`src/rtl/priority_task_picker_macros.svh`:
```
`ifndef PRIORITY_TASK_PICKER_MACROS_SVH
`define PRIORITY_TASK_PICKER_MACROS_SVH

// same-cycle implication
`define PTP_ASSERT_IMP(label, clk, rst_n, ante, cons) \
  label: assert property (@(posedge clk) disable iff (!rst_n) (ante) |-> (cons)) \
    else $error("priority_task_picker: assertion failed");

// next-cycle implication
`define PTP_ASSERT_NXT(label, clk, rst_n, ante, cons) \
  label: assert property (@(posedge clk) disable iff (!rst_n) (ante) |=> (cons)) \
    else $error("priority_task_picker: assertion failed");

`endif

```
`src/rtl/ptp_pkg.sv`:
```
package ptp_pkg;

  localparam int NAME_W     = 64;
  localparam int PRIO_W     = 8;
  localparam int BURST_W    = 16;
  localparam int TIME_W     = 32;
  localparam int COUNT_W    = 16;
  localparam int IN_DATA_W  = NAME_W + PRIO_W + BURST_W;
  localparam int OUT_DATA_W = NAME_W + PRIO_W + BURST_W + TIME_W + COUNT_W;
  localparam int IN_USER_W  = 1;
  localparam int OUT_USER_W = 2;

  typedef enum logic {
    OP_ADD  = 1'b0,
    OP_PICK = 1'b1
  } op_t;

  typedef enum logic [1:0] {
    STS_ADDED  = 2'd0,
    STS_FULL   = 2'd1,
    STS_PICKED = 2'd2,
    STS_EMPTY  = 2'd3
  } status_t;

  typedef struct packed {
    logic               valid;
    logic [NAME_W-1:0]  name;
    logic [PRIO_W-1:0]  prio;
    logic [BURST_W-1:0] burst;
  } entry_t;

endpackage

```
`src/rtl/priority_task_picker.sv`:
```
// A pick scans the full table before its result goes valid.
// An add scans only up to the lowest free slot, where it writes the new entry.
// Add on a full table and pick on an empty table skip the scan and report their status.
// One transaction at a time; in_tready rises in the same cycle as the result goes valid,
// and a new result waits in ST_DONE until out_tready takes the previous one.
// Reset: synchronous, then a clearing pass over all TABLE_DEPTH entries with in_tready low.
`include "priority_task_picker_macros.svh"

module priority_task_picker #(
  parameter int TABLE_DEPTH = 32
) (
  input  logic                             clk,
  input  logic                             rst_n,
  input  logic                             in_tvalid,
  output logic                             in_tready,
  // name_key[63:0], task_priority[71:64], burst_length[87:72]
  input  logic [ptp_pkg::IN_DATA_W-1:0]    in_tdata,
  // operation[0]
  input  logic [ptp_pkg::IN_USER_W-1:0]    in_tuser,
  output logic                             out_tvalid,
  input  logic                             out_tready,
  // picked_name[63:0], picked_priority[71:64], picked_burst[87:72],
  // elapsed_time[119:88], dispatch_count[135:120]
  output logic [ptp_pkg::OUT_DATA_W-1:0]   out_tdata,
  // status[1:0]
  output logic [ptp_pkg::OUT_USER_W-1:0]   out_tuser
);

  localparam int AW = $clog2(TABLE_DEPTH);
  localparam int CW = $clog2(TABLE_DEPTH + 1);
  localparam logic [AW-1:0] LAST_IDX = AW'(TABLE_DEPTH - 1);
  localparam logic [CW-1:0] FULL_CNT = CW'(TABLE_DEPTH);

  typedef enum logic [2:0] {
    ST_CLEAR,
    ST_IDLE,
    ST_SCAN,
    ST_WRITE,
    ST_DONE
  } state_t;

  state_t                        state_r;
  logic [AW-1:0]                 clr_idx_r;
  logic [AW-1:0]                 iss_idx_r;
  logic                          iss_done_r;
  logic                          chk_vld_r;
  logic [AW-1:0]                 chk_idx_r;

  ptp_pkg::op_t                  op_r;
  logic [ptp_pkg::NAME_W-1:0]    key_r;
  logic [ptp_pkg::PRIO_W-1:0]    pri_r;
  logic [ptp_pkg::BURST_W-1:0]   burst_r;

  logic                          best_found_r;
  logic [AW-1:0]                 best_idx_r;
  logic [ptp_pkg::NAME_W-1:0]    best_name_r;
  logic [ptp_pkg::PRIO_W-1:0]    best_pri_r;
  logic [ptp_pkg::BURST_W-1:0]   best_burst_r;

  logic [CW-1:0]                 cnt_r;
  logic [ptp_pkg::TIME_W-1:0]    elapsed_r;
  logic [ptp_pkg::COUNT_W-1:0]   dispatch_r;

  ptp_pkg::status_t              res_status_r;
  logic [ptp_pkg::NAME_W-1:0]    res_name_r;
  logic [ptp_pkg::PRIO_W-1:0]    res_pri_r;
  logic [ptp_pkg::BURST_W-1:0]   res_burst_r;

  logic                          out_tvalid_r;
  logic [ptp_pkg::OUT_DATA_W-1:0] out_tdata_r;
  logic [ptp_pkg::OUT_USER_W-1:0] out_tuser_r;

  logic                          tbl_we;
  logic [AW-1:0]                 tbl_wr_addr;
  ptp_pkg::entry_t               tbl_wr_data;
  ptp_pkg::entry_t               tbl_rd_data;

  logic                          cand_better;
  logic [ptp_pkg::TIME_W:0]      elapsed_sum;
  logic                          in_acc;
  logic                          out_free;

  ptp_table #(
    .DEPTH (TABLE_DEPTH),
    .AW    (AW)
  ) u_table (
    .clk     (clk),
    .wr_en   (tbl_we),
    .wr_addr (tbl_wr_addr),
    .wr_data (tbl_wr_data),
    .rd_addr (iss_idx_r),
    .rd_data (tbl_rd_data)
  );

  assign in_tready  = (state_r == ST_IDLE);
  assign in_acc     = in_tvalid && in_tready;
  assign out_free   = !out_tvalid_r || out_tready;
  assign out_tvalid = out_tvalid_r;
  assign out_tdata  = out_tdata_r;
  assign out_tuser  = out_tuser_r;

  assign cand_better = tbl_rd_data.valid &&
                       (!best_found_r ||
                        (tbl_rd_data.prio > best_pri_r) ||
                        ((tbl_rd_data.prio == best_pri_r) &&
                         (tbl_rd_data.name < best_name_r)));

  assign elapsed_sum = {1'b0, elapsed_r} + (ptp_pkg::TIME_W + 1)'(best_burst_r);

  always_comb begin
    tbl_we      = 1'b0;
    tbl_wr_addr = best_idx_r;
    tbl_wr_data = '0;
    if (state_r == ST_CLEAR) begin
      tbl_we      = 1'b1;
      tbl_wr_addr = clr_idx_r;
    end else if (state_r == ST_WRITE) begin
      tbl_we = 1'b1;
      if (op_r == ptp_pkg::OP_ADD) begin
        tbl_wr_data = '{valid: 1'b1, name: key_r, prio: pri_r, burst: burst_r};
      end else begin
        tbl_wr_data = '{valid: 1'b0, name: best_name_r, prio: best_pri_r,
                        burst: best_burst_r};
      end
    end
  end

  always_ff @(posedge clk) begin
    if (!rst_n) begin
      state_r      <= ST_CLEAR;
      clr_idx_r    <= '0;
      iss_idx_r    <= '0;
      iss_done_r   <= 1'b0;
      chk_vld_r    <= 1'b0;
      best_found_r <= 1'b0;
      cnt_r        <= '0;
      elapsed_r    <= '0;
      dispatch_r   <= '0;
      out_tvalid_r <= 1'b0;
    end else begin
      if ((state_r == ST_DONE) && out_free) begin
        out_tvalid_r <= 1'b1;
      end else if (out_tvalid_r && out_tready) begin
        out_tvalid_r <= 1'b0;
      end
      unique case (state_r)
        ST_CLEAR: begin
          clr_idx_r <= clr_idx_r + 1'b1;
          if (clr_idx_r == LAST_IDX) begin
            state_r <= ST_IDLE;
          end
        end
        ST_IDLE: begin
          if (in_acc) begin
            op_r         <= ptp_pkg::op_t'(in_tuser[0]);
            key_r        <= in_tdata[63:0];
            pri_r        <= in_tdata[71:64];
            burst_r      <= in_tdata[87:72];
            best_found_r <= 1'b0;
            iss_idx_r    <= '0;
            iss_done_r   <= 1'b0;
            chk_vld_r    <= 1'b0;
            res_name_r   <= '0;
            res_pri_r    <= '0;
            res_burst_r  <= '0;
            if ((ptp_pkg::op_t'(in_tuser[0]) == ptp_pkg::OP_ADD) && (cnt_r == FULL_CNT)) begin
              res_status_r <= ptp_pkg::STS_FULL;
              state_r      <= ST_DONE;
            end else if ((ptp_pkg::op_t'(in_tuser[0]) == ptp_pkg::OP_PICK) &&
                         (cnt_r == '0)) begin
              res_status_r <= ptp_pkg::STS_EMPTY;
              state_r      <= ST_DONE;
            end else begin
              state_r <= ST_SCAN;
            end
          end
        end
        ST_SCAN: begin
          if (!iss_done_r) begin
            iss_idx_r <= iss_idx_r + 1'b1;
            chk_vld_r <= 1'b1;
            chk_idx_r <= iss_idx_r;
            if (iss_idx_r == LAST_IDX) begin
              iss_done_r <= 1'b1;
            end
          end else begin
            chk_vld_r <= 1'b0;
          end
          if (chk_vld_r) begin
            if (op_r == ptp_pkg::OP_ADD) begin
              if (!tbl_rd_data.valid) begin
                best_idx_r <= chk_idx_r;
                state_r    <= ST_WRITE;
              end
            end else begin
              if (cand_better) begin
                best_found_r <= 1'b1;
                best_idx_r   <= chk_idx_r;
                best_name_r  <= tbl_rd_data.name;
                best_pri_r   <= tbl_rd_data.prio;
                best_burst_r <= tbl_rd_data.burst;
              end
              if (chk_idx_r == LAST_IDX) begin
                state_r <= ST_WRITE;
              end
            end
          end
        end
        ST_WRITE: begin
          if (op_r == ptp_pkg::OP_ADD) begin
            cnt_r        <= cnt_r + 1'b1;
            res_status_r <= ptp_pkg::STS_ADDED;
          end else begin
            cnt_r        <= cnt_r - 1'b1;
            elapsed_r    <= elapsed_sum[ptp_pkg::TIME_W] ? '1
                                                         : elapsed_sum[ptp_pkg::TIME_W-1:0];
            if (dispatch_r != '1) begin
              dispatch_r <= dispatch_r + 1'b1;
            end
            res_status_r <= ptp_pkg::STS_PICKED;
            res_name_r   <= best_name_r;
            res_pri_r    <= best_pri_r;
            res_burst_r  <= best_burst_r;
          end
          state_r <= ST_DONE;
        end
        ST_DONE: begin
          if (out_free) begin
            out_tdata_r  <= {dispatch_r, elapsed_r, res_burst_r, res_pri_r, res_name_r};
            out_tuser_r  <= res_status_r;
            state_r      <= ST_IDLE;
          end
        end
        default: begin
          state_r <= ST_CLEAR;
        end
      endcase
    end
  end

  `PTP_ASSERT_IMP(a_we_only_clear_or_write, clk, rst_n, tbl_we,
                  (state_r == ST_CLEAR) || (state_r == ST_WRITE))
  `PTP_ASSERT_NXT(a_full_add_reports_full, clk, rst_n,
                  in_acc && (ptp_pkg::op_t'(in_tuser[0]) == ptp_pkg::OP_ADD) &&
                  (cnt_r == FULL_CNT),
                  (state_r == ST_DONE) && (res_status_r == ptp_pkg::STS_FULL))
  `PTP_ASSERT_IMP(a_pick_has_entry, clk, rst_n,
                  (state_r == ST_WRITE) && (op_r == ptp_pkg::OP_PICK),
                  best_found_r && (cnt_r != '0))
  `PTP_ASSERT_IMP(a_count_bounded, clk, rst_n, state_r != ST_CLEAR, cnt_r <= FULL_CNT)

endmodule

```
`src/rtl/ptp_table.sv`:
```
module ptp_table #(
  parameter int DEPTH = 32,
  parameter int AW    = $clog2(DEPTH)
) (
  input  logic             clk,
  input  logic             wr_en,
  input  logic [AW-1:0]    wr_addr,
  input  ptp_pkg::entry_t  wr_data,
  input  logic [AW-1:0]    rd_addr,
  output ptp_pkg::entry_t  rd_data
);

  ptp_pkg::entry_t mem [DEPTH];

  always_ff @(posedge clk) begin
    if (wr_en) begin
      mem[wr_addr] <= wr_data;
    end
    rd_data <= mem[rd_addr];
  end

endmodule

```
`config.mk`:
```
export PLATFORM = sky130hd
export DESIGN_NAME = priority_task_picker
export DESIGN_NICKNAME = d
export VERILOG_FILES = /design/src/rtl/ptp_pkg.sv /design/src/rtl/priority_task_picker.sv /design/src/rtl/ptp_table.sv
export VERILOG_INCLUDE_DIRS = /design/src /design/src/rtl
export SDC_FILE = /design/constraint.sdc
export NUM_CORES = 2
export LEC_CHECK = 0
export BUFFER_PORTS_ARGS = -buffer_cell sky130_fd_sc_hd__buf_2
export CORE_MARGIN = 3
export CORE_UTILIZATION = 30
export DETAILED_ROUTE_END_ITERATION = 6
export PLACE_DENSITY = 0.42
export SLEW_MARGIN = 25
export SYNTH_ARGS = -nofsm -noshare
export SYNTH_HDL_FRONTEND = slang
export SYNTH_HIERARCHICAL = 1
export SYNTH_SLANG_ARGS = --single-unit
```
`constraint.sdc`:
```
create_clock -name clk -period 8.78 [get_ports clk]
set_input_delay 1.756 -clock clk [delete_from_list [all_inputs] [get_ports clk]]
set_output_delay 1.756 -clock clk [all_outputs]
set_load 0.05 [all_outputs]
```
==> run metrics <==
CTS buffer count 369; Post-synth ARST share 0%; r2r setup slk 3.92 ns; Vias per Instance 5.09; total power 38.5 mW; worst slew pin tran around 1.5 ns; flops & latches, synth 3423; final setup violation count 0; top cells by count, synth 3263 x edfxtp_1, 805 x mux2i_1, 474 x a22oi_1; Layout Skew between 0.04 and 0.05 ns; chip width about 660 um; Die ar. ~440000 um2; R2R cell count 9; CP endpoint kind flip-flop; post-CTS setup repair buffer count 0; Avg WL per Cell between 30 and 40 um; Synth area leader edfxtp_1; sequential element share of the synthesized area 77.7%; worst min-delay path category reg2reg; post_cts resized 0; CTS tree done; crit path DAT 5.42 ns; final worst path period share 55.3%; Internal roughly 29 mW; post-synthesis cell type count 76; share of the synthesized area in the top cell type 75.2%; part of the power in registers 51.4%; Vias 67000; vias in the first global route 68600; setup TNS 0 ns; CTS clk-pin slew, worst paths 0.06 ns; Clk Latency, worst-skew pair 0.94 ns; Post-Syn Area per Cell 19.5 um2; worst r2r src u_table/rd_data[63]$_DFF_P_; R2R Path End best_name_r[31]$_DFFE_PP_; Critical Path RT 9.34 ns; share of total power in combinational logic 9.3%; Post-synth EDFFs between 3000 and 4000; P&R area growth vs syn 16.1%; Final Hold Fails 0; RSZ-0062 raised after global routing false; Syn Nets 6876; Post-Route WL approximately 420000 um; Hold Crit Start u_table/rd_data[2]$_DFF_P_; Tmin final 4.86 ns; headroom to the max-slew limit 0.321%; peak supply drop 0.610 mV; DRT Pass-1 Iters 6; Synth area leaders edfxtp_1 75%, mux2i_1 6.2%, mux4_2 6.2%; hold_buf cts 0; first-pass GRT wire length 577000 um; Mapped Cells 6685; status finished clean; Clock power frac 39.3%; Slew Viols, Final 0; DRC viols 0; CP Launch Point u_table/rd_data[63]$_DFF_P_; num ports around 230; hold path endpoint best_burst_r[2]$_DFFE_PP_; Pwr per Cell Area 255 nW/um2; CP Class reg2reg; NetSw 9.58 mW; IO Port Bufs 232; Sw Share 24.9%; most common cell in the netlist edfxtp_1; Overflow after GRT 0; Lkg Pwr 42.8 nW; CTS Sinks between 3000 and 4000; Worst Setup Start Kind flip-flop; Die H 665 um; H-tree depth 5; core area 432000 um2; Crit Path Max Fanout 46; Starting Density 30.2%; Max Clk Rate 206 MHz; ANT nets after route 0; CTS root buf clkbuf_16; Mapped Area between 100000 and 150000 um2; Final nets 7329; routability congestion estimate 0.774; Most used DFF post-synth edfxtp_1; # rows about 240; Worst Hold Path Cells 0; initial antenna violation count 30; DR iter-0 viols 6174; share of cells above drive strength 1 just under 20%; largest net degree at the start of global routing approximately 110; GRT Overall Usage 18.7%; Yosys Warn Count 6; max-capacitance violation count 0; HPWL after DPL 224000 um; Clock Path Buffers 4
per-stage QoR:
stage	hold slack, ns	area (um2)	instances	utilization [%]	setup WS, ns
final	0.402	151000	13200	35.1	3.92
after global routing	0.412	151000	13200	35.0	3.87
after CTS	0.402	151000	13200	35.0	3.90
after detailed placement	0.389	139000	12500	32.3	3.90
after global placement	0.390	139000	12500	32.3	2.75
after floorplan	0.386	130000	6685	-	2.14
routing by layer:
metal	part of all wire [%]	GRT usage [%]	vias to the layer above	wire [um]
met5	0.010	0	-	43
met2	50	32.6	1618	213000
met4	2.4	3.95	8	10000
met3	4.5	2.34	484	18900
li1	-	-	28200	-
met1	43	24.8	36700	180000
registers in the layout, indices dropped and copies added, names as in the netlist, 32 cells and up:
register / count
elapsed_r: 32
key_r: 64
u_table/rd_data: 89
u_table/mem: 2848
out_tdata: 136
best_name_r: 64
res_name_r: 64
power by group through the flow:
| stage | combinational [mW] | clock (mW) | sequential (mW) |
|---|---|---|---|
| floorplan | 1.75 | 0 | 20.0 |
| global placement | 3.62 | 0 | 20.1 |
| detailed placement | 3.61 | 0 | 20.2 |
| CTS | 3.63 | 15.6 | 19.8 |
| global route | 3.77 | 16.2 | 19.9 |
| finish | 3.56 | 15.1 | 19.8 |
worst max-delay path by stage:
stage | to | slack, ns
floorplan | burst_r[0]$_DFFE_PP_ | 2.14
global placement | best_name_r[23]$_DFFE_PP_ | 2.75
detailed placement | best_name_r[33]$_DFFE_PP_ | 3.90
CTS | best_name_r[50]$_DFFE_PP_ | 3.90
global route | best_name_r[30]$_DFFE_PP_ | 3.87
finish | best_name_r[31]$_DFFE_PP_ | 3.92
layout by cell type (no fill, tap or decap), drive strengths merged, types with 8 or more instances in the layout:
cell type / count
a211oi: 11
a21o: 10
a21oi: 73
a22o: 53
a22oi: 474
a31oi: 66
and2: 34
and3: 17
and4: 8
buf: 431
bufinv: 19
clkbuf: 496
clkinv: 150
clkinvlp: 9
dfxtp: 160
diode: 11
edfxtp: 3263
ha: 96
inv: 99
mux2i: 805
mux4: 357
nand2: 71
nand3: 193
nand4: 62
nor2: 269
nor2b: 26
nor3: 18
o21ai: 50
xnor2: 16
xor2: 18
cell type report:
cell class | count | area [um2]
Inverter | 91 | 349
Timing Repair Buffer | 431 | 3080
Sequential cell | 3423 | 101000
Tap cell | 5710 | 7140
Antenna cell | 11 | 27.5
Clock inverter | 186 | 1590
Multi-Input combinational cell | 2822 | 27800
Fill cell | 40300 | 280000
Clock buffer | 496 | 10100
cells by family (layout without fill, tap and decap cells):
kind of cell               count (synthesis)  count (layout)  share of synthesized area [%]
AOI/OAI and AO/OA                        784             784                           4.33
xor gates and xnor gates                  34              34                          0.229
adders and majority gates                 98              98                          0.953
buffers and inverters                    440            1204                           1.62
DFF                                     3423            3423                           77.7
muxes                                   1168            1168                           12.4
other                                      0              11                              0
and+or+nand+nor                          738             738                           2.75
critical path: stages, from the launching register on:
cell and delay, ns:
dfxtp_1 0.68, ha_1 0.39, nand4_1 0.13, inv_1 0.05
a221oi_1 0.51, nand3_1 0.49, nor3_1 0.75, o21ai_1 0.23
nand2_4 0.45, buf_4 0.68
No activity file was read; power rests on OpenSTA's default activity.
